**config.mk**
```make
export PLATFORM = sky130hd
export DESIGN_NAME = sepmol_ctrl
export DESIGN_NICKNAME = d
export VERILOG_FILES = /design/src/rtl/sepmol_pkg.sv /design/src/rtl/sepmol_ctrl.sv
export VERILOG_INCLUDE_DIRS = /design/src /design/src/rtl
export SDC_FILE = /design/constraint.sdc
export NUM_CORES = 1
export LEC_CHECK = 0
export BUFFER_PORTS_ARGS = -buffer_cell sky130_fd_sc_hd__buf_2
export CAP_MARGIN = 20
export CORE_ASPECT_RATIO = 1.1
export CORE_UTILIZATION = 48
export CTS_BUF_LIST = sky130_fd_sc_hd__clkbuf_16
export DETAILED_ROUTE_END_ITERATION = 8
export HOLD_SLACK_MARGIN = 0.15
export MAX_ROUTING_LAYER = met4
export PLACE_DENSITY = 0.66
export RECOVER_POWER = 100
export SYNTH_ARGS = -nofsm -noshare
export SYNTH_HDL_FRONTEND = slang
export SYNTH_SLANG_ARGS = --single-unit
```
**constraint.sdc**
```tcl
create_clock -name clk -period 3.24 [get_ports clk]
set_input_delay 0.162 -clock clk [delete_from_list [all_inputs] [get_ports clk]]
set_output_delay 0.162 -clock clk [all_outputs]
set_load 0.02 [all_outputs]
```
**src/rtl/assert_macros.svh**
```systemverilog
// Assertion macros shared by the divider, datapath and controller of the mollifier window block.
`ifndef ASSERT_MACROS_SVH
`define ASSERT_MACROS_SVH

// The consequent must hold in the same cycle as the antecedent.
`define ASSERT_IMPLY(label, ante, cons, msg) \
    label: assert property (@(posedge clk) disable iff (!rst_n) (ante) |-> (cons)) \
        else $error(msg);

// The consequent must hold in the cycle after the antecedent.
`define ASSERT_NEXT(label, ante, cons, msg) \
    label: assert property (@(posedge clk) disable iff (!rst_n) (ante) |=> (cons)) \
        else $error(msg);

`endif

```
**src/rtl/sepmol_pkg.sv**
```systemverilog
// Package with the constants, types and helper functions of the mollifier window block.
package sepmol_pkg;

    localparam int MAX_MARGIN   = 256;
    localparam int MAX_SIZE     = 4096;
    localparam int ADDR_W       = $clog2(MAX_MARGIN);
    localparam int CNT_W        = $clog2(MAX_MARGIN + 1);
    localparam int SIZE_W       = 13;
    localparam int MARGIN_W     = 9;
    localparam int COORD_W      = 12;
    localparam int COEF_W       = 16;
    localparam int QP_W         = 2 * COEF_W;
    localparam int CFG_IDX_W    = 2;
    localparam int CFG_DATA_W   = 13;
    localparam int NUM_W        = 2 * ADDR_W;
    localparam int FRAC_W       = 32;
    localparam int PROD_W       = 2 * FRAC_W;
    localparam int SUM_W        = FRAC_W + 4;
    localparam int TOTAL_W      = FRAC_W + ADDR_W;
    localparam int DVD_W        = TOTAL_W + 16;
    localparam int DVS_W        = TOTAL_W;
    localparam int DIV_CNT_W    = $clog2(DVD_W + 1);
    localparam int TAYLOR_TERMS = 13;
    localparam int K_W          = $clog2(TAYLOR_TERMS + 1);

    localparam logic [COEF_W-1:0] ONE_Q15    = COEF_W'(1) << (COEF_W - 1);
    localparam logic [FRAC_W:0]   ONE_Q32    = {1'b1, {FRAC_W{1'b0}}};
    localparam logic [FRAC_W-1:0] EXP_M1_Q32 = 32'd1580030169;
    localparam logic [PROD_W:0]   HALF_Q32   = (PROD_W + 1)'(1) << (FRAC_W - 1);
    localparam logic [QP_W-1:0]   HALF_Q15   = QP_W'(1) << (COEF_W - 2);

    localparam logic OP_PREPARE = 1'b0;
    localparam logic OP_QUERY   = 1'b1;

    typedef enum logic [CFG_IDX_W-1:0] {
        REG_IMAGE_WIDTH  = 2'd0,
        REG_IMAGE_HEIGHT = 2'd1,
        REG_MARGIN_X     = 2'd2,
        REG_MARGIN_Y     = 2'd3
    } cfg_reg_t;

    typedef enum logic [4:0] {
        DP_NOP,
        DP_CAPTURE,
        DP_AXIS_INIT,
        DP_EDGE_WRITE,
        DP_DEN,
        DP_DIV_N,
        DP_DIV_F,
        DP_TAYLOR1,
        DP_TMUL,
        DP_TDIV,
        DP_TACC,
        DP_CLAMP,
        DP_EMUL,
        DP_ERND,
        DP_ACC,
        DP_NORM_INIT,
        DP_NORM_FILL,
        DP_CUM_READ,
        DP_NORM_DIV,
        DP_NORM_WRITE,
        DP_Q_ADDR,
        DP_Q_READ,
        DP_Q_MUL,
        DP_RES_PREP,
        DP_RES_ZERO,
        DP_RES_QUERY
    } dp_op_t;

    typedef struct packed {
        dp_op_t op;
        logic   axis;
    } dp_cmd_t;

    typedef struct packed {
        logic div_busy;
        logic entries_done;
        logic entry_edge;
        logic k_last;
        logic exp_go;
        logic norm_done;
        logic norm_fill;
        logic out_free;
    } dp_status_t;

    typedef struct packed {
        logic              one;
        logic [ADDR_W-1:0] addr;
    } axis_sel_t;

    function automatic logic [CNT_W-1:0] clamp_margin(input logic [MARGIN_W-1:0] v);
        if (int'(v) < 2) begin
            return CNT_W'(2);
        end
        if (int'(v) > MAX_MARGIN) begin
            return CNT_W'(MAX_MARGIN);
        end
        return CNT_W'(v);
    endfunction

    function automatic logic [SIZE_W-1:0] clamp_size(input logic [SIZE_W-1:0] v);
        if (v == '0) begin
            return SIZE_W'(1);
        end
        if (int'(v) > MAX_SIZE) begin
            return SIZE_W'(MAX_SIZE);
        end
        return v;
    endfunction

    function automatic axis_sel_t axis_sel(input logic [COORD_W-1:0]  c,
                                           input logic [SIZE_W-1:0]   size,
                                           input logic [MARGIN_W-1:0] margin);
        logic [SIZE_W-1:0] s;
        logic [SIZE_W-1:0] s1;
        logic [SIZE_W-1:0] m;
        logic [SIZE_W-1:0] cc;
        logic [SIZE_W-1:0] d;
        axis_sel_t         r;
        s  = clamp_size(size);
        s1 = s - SIZE_W'(1);
        m  = SIZE_W'(clamp_margin(margin));
        cc = SIZE_W'(c);
        if (cc > s1) begin
            cc = s1;
        end
        d      = s1 - cc;
        r.one  = 1'b0;
        r.addr = '0;
        if (cc < m) begin
            r.addr = cc[ADDR_W-1:0];
        end else if (cc + m >= s) begin
            r.addr = d[ADDR_W-1:0];
        end else begin
            r.one = 1'b1;
        end
        return r;
    endfunction

endpackage

```
**src/rtl/sepmol_ctrl.sv**
```systemverilog
// Controller state machine that sequences table builds and queries through the datapath.
`include "assert_macros.svh"

module sepmol_ctrl
    import sepmol_pkg::*;
(
    input  logic       clk,
    input  logic       rst_n,
    input  logic       in_valid,
    output logic       in_ready,
    input  logic       op,
    input  dp_status_t status,
    output dp_cmd_t    cmd
);

    typedef enum logic [31:0] {
        S_IDLE    = 32'h0000_0001,
        S_B_INIT  = 32'h0000_0002,
        S_B_ENTRY = 32'h0000_0004,
        S_B_EDGE  = 32'h0000_0008,
        S_B_DEN   = 32'h0000_0010,
        S_B_DIVN  = 32'h0000_0020,
        S_B_WAITN = 32'h0000_0040,
        S_B_DIVF  = 32'h0000_0080,
        S_B_WAITF = 32'h0000_0100,
        S_T_FIRST = 32'h0000_0200,
        S_T_MUL   = 32'h0000_0400,
        S_T_DIV   = 32'h0000_0800,
        S_T_WAIT  = 32'h0000_1000,
        S_T_ACC   = 32'h0000_2000,
        S_E_CLAMP = 32'h0000_4000,
        S_E_CHECK = 32'h0000_8000,
        S_E_MUL   = 32'h0001_0000,
        S_E_RND   = 32'h0002_0000,
        S_B_ACC   = 32'h0004_0000,
        S_N_INIT  = 32'h0008_0000,
        S_N_ENTRY = 32'h0010_0000,
        S_N_FILL  = 32'h0020_0000,
        S_N_READ  = 32'h0040_0000,
        S_N_DIV   = 32'h0080_0000,
        S_N_WAIT  = 32'h0100_0000,
        S_N_WRITE = 32'h0200_0000,
        S_Q_ADDR  = 32'h0400_0000,
        S_Q_READ  = 32'h0800_0000,
        S_Q_MUL   = 32'h1000_0000,
        S_R_PREP  = 32'h2000_0000,
        S_R_ZERO  = 32'h4000_0000,
        S_R_QUERY = 32'h8000_0000
    } state_t;

    state_t state_reg;
    state_t state_next;
    logic   axis_reg;
    logic   axis_next;
    logic   built_reg;
    logic   built_next;

    always_comb
    begin
        state_next = state_reg;
        axis_next  = axis_reg;
        built_next = built_reg;
        cmd.op     = DP_NOP;
        cmd.axis   = axis_reg;
        case (state_reg)
            S_IDLE:
            begin
                if (in_valid)
                begin
                    cmd.op = DP_CAPTURE;
                    if (op == OP_QUERY)
                    begin
                        state_next = built_reg ? S_Q_ADDR : S_R_ZERO;
                    end
                    else
                    begin
                        axis_next  = 1'b0;
                        state_next = S_B_INIT;
                    end
                end
            end
            S_B_INIT:
            begin
                cmd.op     = DP_AXIS_INIT;
                state_next = S_B_ENTRY;
            end
            S_B_ENTRY:
            begin
                if (status.entries_done)
                begin
                    state_next = S_N_INIT;
                end
                else if (status.entry_edge)
                begin
                    state_next = S_B_EDGE;
                end
                else
                begin
                    state_next = S_B_DEN;
                end
            end
            S_B_EDGE:
            begin
                cmd.op     = DP_EDGE_WRITE;
                state_next = S_B_ENTRY;
            end
            S_B_DEN:
            begin
                cmd.op     = DP_DEN;
                state_next = S_B_DIVN;
            end
            S_B_DIVN:
            begin
                cmd.op     = DP_DIV_N;
                state_next = S_B_WAITN;
            end
            S_B_WAITN:
            begin
                if (!status.div_busy)
                begin
                    state_next = S_B_DIVF;
                end
            end
            S_B_DIVF:
            begin
                cmd.op     = DP_DIV_F;
                state_next = S_B_WAITF;
            end
            S_B_WAITF:
            begin
                if (!status.div_busy)
                begin
                    state_next = S_T_FIRST;
                end
            end
            S_T_FIRST:
            begin
                cmd.op     = DP_TAYLOR1;
                state_next = S_T_MUL;
            end
            S_T_MUL:
            begin
                cmd.op     = DP_TMUL;
                state_next = S_T_DIV;
            end
            S_T_DIV:
            begin
                cmd.op     = DP_TDIV;
                state_next = S_T_WAIT;
            end
            S_T_WAIT:
            begin
                if (!status.div_busy)
                begin
                    state_next = S_T_ACC;
                end
            end
            S_T_ACC:
            begin
                cmd.op     = DP_TACC;
                state_next = status.k_last ? S_E_CLAMP : S_T_MUL;
            end
            S_E_CLAMP:
            begin
                cmd.op     = DP_CLAMP;
                state_next = S_E_CHECK;
            end
            S_E_CHECK:
            begin
                state_next = status.exp_go ? S_E_MUL : S_B_ACC;
            end
            S_E_MUL:
            begin
                cmd.op     = DP_EMUL;
                state_next = S_E_RND;
            end
            S_E_RND:
            begin
                cmd.op     = DP_ERND;
                state_next = S_E_CHECK;
            end
            S_B_ACC:
            begin
                cmd.op     = DP_ACC;
                state_next = S_B_ENTRY;
            end
            S_N_INIT:
            begin
                cmd.op     = DP_NORM_INIT;
                state_next = S_N_ENTRY;
            end
            S_N_ENTRY:
            begin
                if (status.norm_done)
                begin
                    if (!axis_reg)
                    begin
                        axis_next  = 1'b1;
                        state_next = S_B_INIT;
                    end
                    else
                    begin
                        built_next = 1'b1;
                        state_next = S_R_PREP;
                    end
                end
                else if (status.norm_fill)
                begin
                    state_next = S_N_FILL;
                end
                else
                begin
                    state_next = S_N_READ;
                end
            end
            S_N_FILL:
            begin
                cmd.op     = DP_NORM_FILL;
                state_next = S_N_ENTRY;
            end
            S_N_READ:
            begin
                cmd.op     = DP_CUM_READ;
                state_next = S_N_DIV;
            end
            S_N_DIV:
            begin
                cmd.op     = DP_NORM_DIV;
                state_next = S_N_WAIT;
            end
            S_N_WAIT:
            begin
                if (!status.div_busy)
                begin
                    state_next = S_N_WRITE;
                end
            end
            S_N_WRITE:
            begin
                cmd.op     = DP_NORM_WRITE;
                state_next = S_N_ENTRY;
            end
            S_Q_ADDR:
            begin
                cmd.op     = DP_Q_ADDR;
                state_next = S_Q_READ;
            end
            S_Q_READ:
            begin
                cmd.op     = DP_Q_READ;
                state_next = S_Q_MUL;
            end
            S_Q_MUL:
            begin
                cmd.op     = DP_Q_MUL;
                state_next = S_R_QUERY;
            end
            S_R_PREP:
            begin
                if (status.out_free)
                begin
                    cmd.op     = DP_RES_PREP;
                    state_next = S_IDLE;
                end
            end
            S_R_ZERO:
            begin
                if (status.out_free)
                begin
                    cmd.op     = DP_RES_ZERO;
                    state_next = S_IDLE;
                end
            end
            S_R_QUERY:
            begin
                if (status.out_free)
                begin
                    cmd.op     = DP_RES_QUERY;
                    state_next = S_IDLE;
                end
            end
            default:
            begin
                state_next = S_IDLE;
            end
        endcase
    end

    always_ff @(posedge clk or negedge rst_n)
    begin
        if (!rst_n)
        begin
            state_reg <= S_IDLE;
            axis_reg  <= 1'b0;
            built_reg <= 1'b0;
        end
        else
        begin
            state_reg <= state_next;
            axis_reg  <= axis_next;
            built_reg <= built_next;
        end
    end

    assign in_ready = state_reg == S_IDLE;

    `ASSERT_NEXT(a_built_sticky, built_reg, built_reg, "tables built flag dropped")
    `ASSERT_IMPLY(a_query_after_build, state_reg == S_Q_ADDR, built_reg,
                  "table lookup before any build")

endmodule

```
# [Word level (Yosys, flattened, before mapping)]
# Index checks and enable logic that the tools add are counted.
[totals] inputBits=12 elab_cells=76 ff_bits=34 output_inout_bits=7
[classes] n_mux=25 n_reduce_logical=8 n_eq_ne=40
[ops] cell="32-bit case mux with 25 select lines" n=1
[ops] cell="32-bit two-way mux" n=7
[ops] cell="5-bit case mux with 25 select lines" n=1
[ops] cell="31-bit two-way mux" n=2
[ops] cell="32-bit by 1-bit == test with 1-bit output (second input constant)" n=1
[ops] cell="32-bit by 10-bit == test with 1-bit output (second input constant)" n=1
[ops] cell="32-bit by 11-bit == test with 1-bit output (second input constant)" n=1
[ops] cell="32-bit by 12-bit == test with 1-bit output (second input constant)" n=1
[ops] cell="32-bit by 13-bit == test with 1-bit output (second input constant)" n=1
[ops] cell="32-bit by 14-bit == test with 1-bit output (second input constant)" n=1
[ops] cell="32-bit by 15-bit == test with 1-bit output (second input constant)" n=1
[ops] cell="32-bit by 16-bit == test with 1-bit output (second input constant)" n=1
[ops] cell="32-bit by 17-bit == test with 1-bit output (second input constant)" n=1
[ops] cell="32-bit by 18-bit == test with 1-bit output (second input constant)" n=1
[ops] cell="32-bit by 19-bit == test with 1-bit output (second input constant)" n=1
[ops] cell="32-bit by 2-bit == test with 1-bit output (second input constant)" n=1
[ops] cell="32-bit by 20-bit == test with 1-bit output (second input constant)" n=1
[ops] cell="32-bit by 21-bit == test with 1-bit output (second input constant)" n=1
[ops] cell="32-bit by 22-bit == test with 1-bit output (second input constant)" n=1
[ops] cell="32-bit by 23-bit == test with 1-bit output (second input constant)" n=1
[ops] cell="32-bit by 24-bit == test with 1-bit output (second input constant)" n=1
[ops] cell="32-bit by 25-bit == test with 1-bit output (second input constant)" n=1
[ops] cell="32-bit by 26-bit == test with 1-bit output (second input constant)" n=1
[ops] cell="32-bit by 27-bit == test with 1-bit output (second input constant)" n=1
[ops] cell="28 further kinds" n=42

# [Longest topological paths before layout]
[depth] ltp_word=4 ltp_mapped=9

# [Worst setup path after synthesis]
# No wires, ideal clock.
[synth_path] kind="reg-to-output" from="reg state_reg[13]" to="out cmd[5] (netlist name)" t_arrival_ns=2.201 path_slack_ns=0.877 n_path_buf=2 stages_incl_launch_ff=8 required_ns=3.078 cell_sequence="dfrtp_1 buf_4 nor4_4 nand4_1 buf_2 or2_4 or4_1 or4b_1"
[synth_rtl] item="start: declaration" line="sepmol_ctrl.sv:51" source="state_t state_reg;"
[synth_rtl] item="start signal: assignment" line="sepmol_ctrl.sv:299" source="state_reg <= state_next;"
[synth_rtl] item="end: declaration" line="sepmol_ctrl.sv:13" source="output dp_cmd_t cmd"

==> results by stage <==
Yosys:
- For this run, the number of Yosys warnings is 0.
- The share of synthesized area in the top cell type comes to 0.370.
- Synthesis inferred 34 register bits.
- Summing every instance area after synthesis gives 2230 um^2.
- The synthesized netlist net count is 240.
- Yosys mapped a number of flops with a built-in enable equal to 0.
- In the post-synthesis netlist, the biggest area contributors are dfrtp_1, nor4_4, nor4b_1, nor2_1, nor3_1.
- After technology mapping, the gate count stands at 228.
- Of the total synthesized cell area, the portion taken by AND, OR, NAND and NOR gates is 0.432.
- The share of the synthesized area in compound gates (AO/OA/AOI/OAI) is 0.107.
- The per-instance average area after synthesis is 9.80 um^2.
- Of the total synthesized cell area, the portion taken by full adders, half adders and majority gates is 0.
- Counting distinct cell types in the post-synthesis netlist gives 58.
- Of the post-synthesis cell area, the part taken by muxes is 0.0101.
- The largest family of logic cells by synthesized area is simple AND/OR/NAND/NOR gates.
- The area share of xor/xnor cells in the synthesized design is 0.0353.
- The commonest register cell after synthesis is dfrtp_1.
- In the synthesized netlist the async set-or-reset flop fraction comes to 1.00.
- The fraction of the yosys area taken by sequential cells is 0.382.
- The dominant cell type by area after synthesis is dfrtp_1.

Clock network:
- The worst-skew pair later-pin latency is 0.28 ns.
- The total CTS buffers is 5.
- The H-tree was split into 2 levels.
- The tree is rooted in a clkbuf_16.
- TritonCTS built the clock tree.
- The clock net sink count is 34.
- The maximum count of clock buffers along a single path is 2.
- After clock tree synthesis, the clock-pin slew on the worst setup and hold paths is 0.05 ns.

Hold path:
- The type of the most critical hold path is input port to flop.

Finish:
- Of the cells placed in the final design, the portion with a size suffix greater than 1 is 0.169.
- The area of the multi-input gates is 1310 um^2.
- The number of standard cells in the final layout excluding fillers is 315.
- The filler cell count in the final layout is 409.
- The number of flip-flops in the largest register is 32.
- Leaving out fill and tap cells, the most frequent cell in the layout is dfrtp_1.
- The area taken by flip-flops and latches is 852 um^2.
- The repair_antennas step left the layout with diodes totalling 0.
- The area overhead of the layout relative to synthesis is 16.7%.
- The library cells used most frequently in the layout, excluding fill and tap cells, are dfrtp_1, nor2_1, nor3_1, buf_2.
- The finished cells cover 2610 um^2.
- The net count of the finished layout is 272.
- The post-route core utilization is 0.595.

STA:
- Subtracting the final worst setup slack from the clock period gives 3.09 ns.
- The final max-slew violation count is 35.
- The measured slew at the worst slew-check pin is 1.84 ns.
- In the post-route analysis, the smallest setup slack over all paths is 0.150 ns.
- Derived from the worst setup path, the maximum achievable clock frequency is 324 MHz.
- The remaining max-slew budget at the tightest pin is -0.229.
- For the final routed database, the setup TNS stands at 0 ns.
- The count of final setup violators is 0.
- The period utilization is 0.954.
- The tightest hold path in the finished design has a slack of 0.160 ns.
- Setup repair after global routing left no endpoint under its margin.
- The setup clock skew after layout is 0.00420 ns.
- The number of hold violations in the final report is 0.

Placed design:
- The number of buffers added on ports is 18.
- Counting tap cells, the placed design contains a total of 297 instances.
- The global placer's final weighted congestion is 0.916.
- The placed instances occupy a cell area of 2380 um^2.
- Prior to clock tree synthesis, the placed netlist has a worst setup slack of 0.398 ns.
- Detailed placement ended at an HPWL of 4330 um.

Job:
- The tool flagged a number of max-cap violations equal to 1.

Floorplan:
- The horizontal extent of the die is 67.0 um.
- The floorplan step defined a die boundary enclosing 4930 um^2.
- The total core area is 4380 um^2.
- During I/O placement, the number of pins put on the boundary was 19.
- The floorplan has 25 rows.
- For this configuration, the core starts out at a cell density of 0.510.
- The die span in y is 73.5 um.

Worst setup path:
- The worst setup path is captured at a primary output.
- STA puts the critical path data arrival time at 2.93 ns.
- The signal on the critical path passes through nor4_1 -> nand4_2 -> or4_1 -> a21o_1 -> nor2b_1 -> nand4b_1 -> clkbuf_1.
- The required arrival time at the worst endpoint is 3.08 ns.
- The slowest stage of the critical path belongs to the cell nor4_1.
- The buffering stage count on the worst path with inverters included is 1.
- On the critical path the largest part of the delay comes from simple AND/OR/NAND/NOR gates.
- Of all nets on the critical path, the largest fanout is 5.
- The category of the most critical setup path is flop to primary output.
- The kind of launch point of the worst setup path is a flop.
- For this run, the slowest stage of the critical path takes 0.66 ns.

Pwr:
- Of the total power, registers draw 0.321.
- The analysis attributes to cell leakage a power of 1.17 nW.
- The internal power of the cells totals 0.974 mW.
- Of the total power, the clock network draws 0.279.
- The net load switching power is 0.611 mW.
- The power density over cell area is 608 nW/um^2.
- The share of total power dissipated in combinational logic is 0.399.
- The worst supply voltage drop on vdd is 390 uV.
- The power after layout is 1.59 mW.
- The switching share of total power is 0.385.

Routing:
- In the final routed layout, each cell accounts on average for 18.4 um.
- The routed design has 5810 um of wire.
- The first routing iteration left 121 violations.
- The via-per-instance ratio is 6.21.
- The residual antenna-violating net count after detailed routing is 0.
- After detailed routing, the number of remaining DRC violations is 0.
- Before antenna repair, the detailed router went through 4 iterations.
- The total number of vias is 1,957.

GRT:
- The number of antenna violations at the first check in global routing is 0.
- The wire length of the first global-routing pass is 9380 um.
- For this run, the total global-route usage over all layers was measured as 0.271.
- Entering global routing, the biggest net connects 35 pins.
- The sum of overflow across all layers after global routing is 0.
- The via count of the first global-routing pass is 1,875.

Status:
- The checks that failed: max-capacitance violations, max-slew violations.
- The run finished, with violations left.
metal layers:
layer	GRT usage	up-vias	wire, um
met1	0.354	964	2740
li1	-	937	-
met3	0.0481	6	224
met5	-	-	0
met2	0.424	50	2790
met4	0.0875	0	52
final cells by class:
class                      count  area share
multi-input combinational    178       0.501
sequential                    34       0.327
timing repair buffer          33      0.0821
clock buffer                   5      0.0480
tap                           54      0.0259
inverter                       8      0.0115
clock inverter                 3     0.00432
power groups by stage:
stage          clock [mW]  sequential, mW  combinational, mW
3_3_place_gp            0           0.516              0.617
5_1_grt             0.471           0.515              0.686
2_1_floorplan           0           0.492              0.475
3_5_place_dp            0           0.516              0.617
6_report            0.443           0.509              0.633
4_1_cts             0.454           0.509              0.633
cells by family (layout without fill, tap and decap cells):
| logic type | after synthesis | count (layout) |
|---|---|---|
| AND/OR/NAND/NOR | 135 | 135 |
| multiplexers | 2 | 2 |
| AO/OA/AOI/OAI | 32 | 32 |
| buffers and inverters | 16 | 49 |
| flip-flops | 34 | 34 |
| XOR/XNOR | 9 | 9 |
final timing paths:
check                                               start                        end  slack (ns)  cells past startpoint
worst max-delay path            state_reg[25]$_DFFE_PN0P_                     cmd[2]        0.15                      7
worst min-delay path                            status[7]  state_reg[24]$_DFFE_PN0P_        0.16                      2
worst max register to register  state_reg[13]$_DFFE_PN0P_  state_reg[30]$_DFFE_PN0P_        0.42                      7
worst min register to register      built_reg$_DFFE_PN0P_      built_reg$_DFFE_PN0P_        0.50                      1
max in group asynchronous                           rst_n  state_reg[29]$_DFFE_PN0P_        1.25                      2
min in group asynchronous                           rst_n  state_reg[16]$_DFFE_PN0P_        0.93                      2
Yosys cell counts (3+ instances only):
| library cell | number |
|---|---|
| nor2_1 | 20 |
| or2_2 | 4 |
| a21oi_1 | 5 |
| nand2b_1 | 5 |
| nor3_1 | 13 |
| inv_1 | 8 |
| nor4b_1 | 11 |
| nor4_4 | 7 |
| buf_2 | 4 |
| or3_1 | 3 |
| xnor2_1 | 5 |
| nand3_1 | 5 |
| a21o_1 | 4 |
| nor4_1 | 9 |
| or4_1 | 4 |
| xor2_1 | 4 |
| o21ai_0 | 7 |
| dfrtp_1 | 33 |
| nand4b_1 | 6 |
| nand2_1 | 11 |
| nand4_1 | 7 |
| nor3b_1 | 6 |
| and2_1 | 5 |
what timing repair did:
action	in CTS	in global routing
hold buffers	9	0
hold endpoints to repair	41	0
gates resized for setup	0	1
setup endpoints to repair	0	5
setup buffers	0	1
Power figures use the tool's default switching activity.
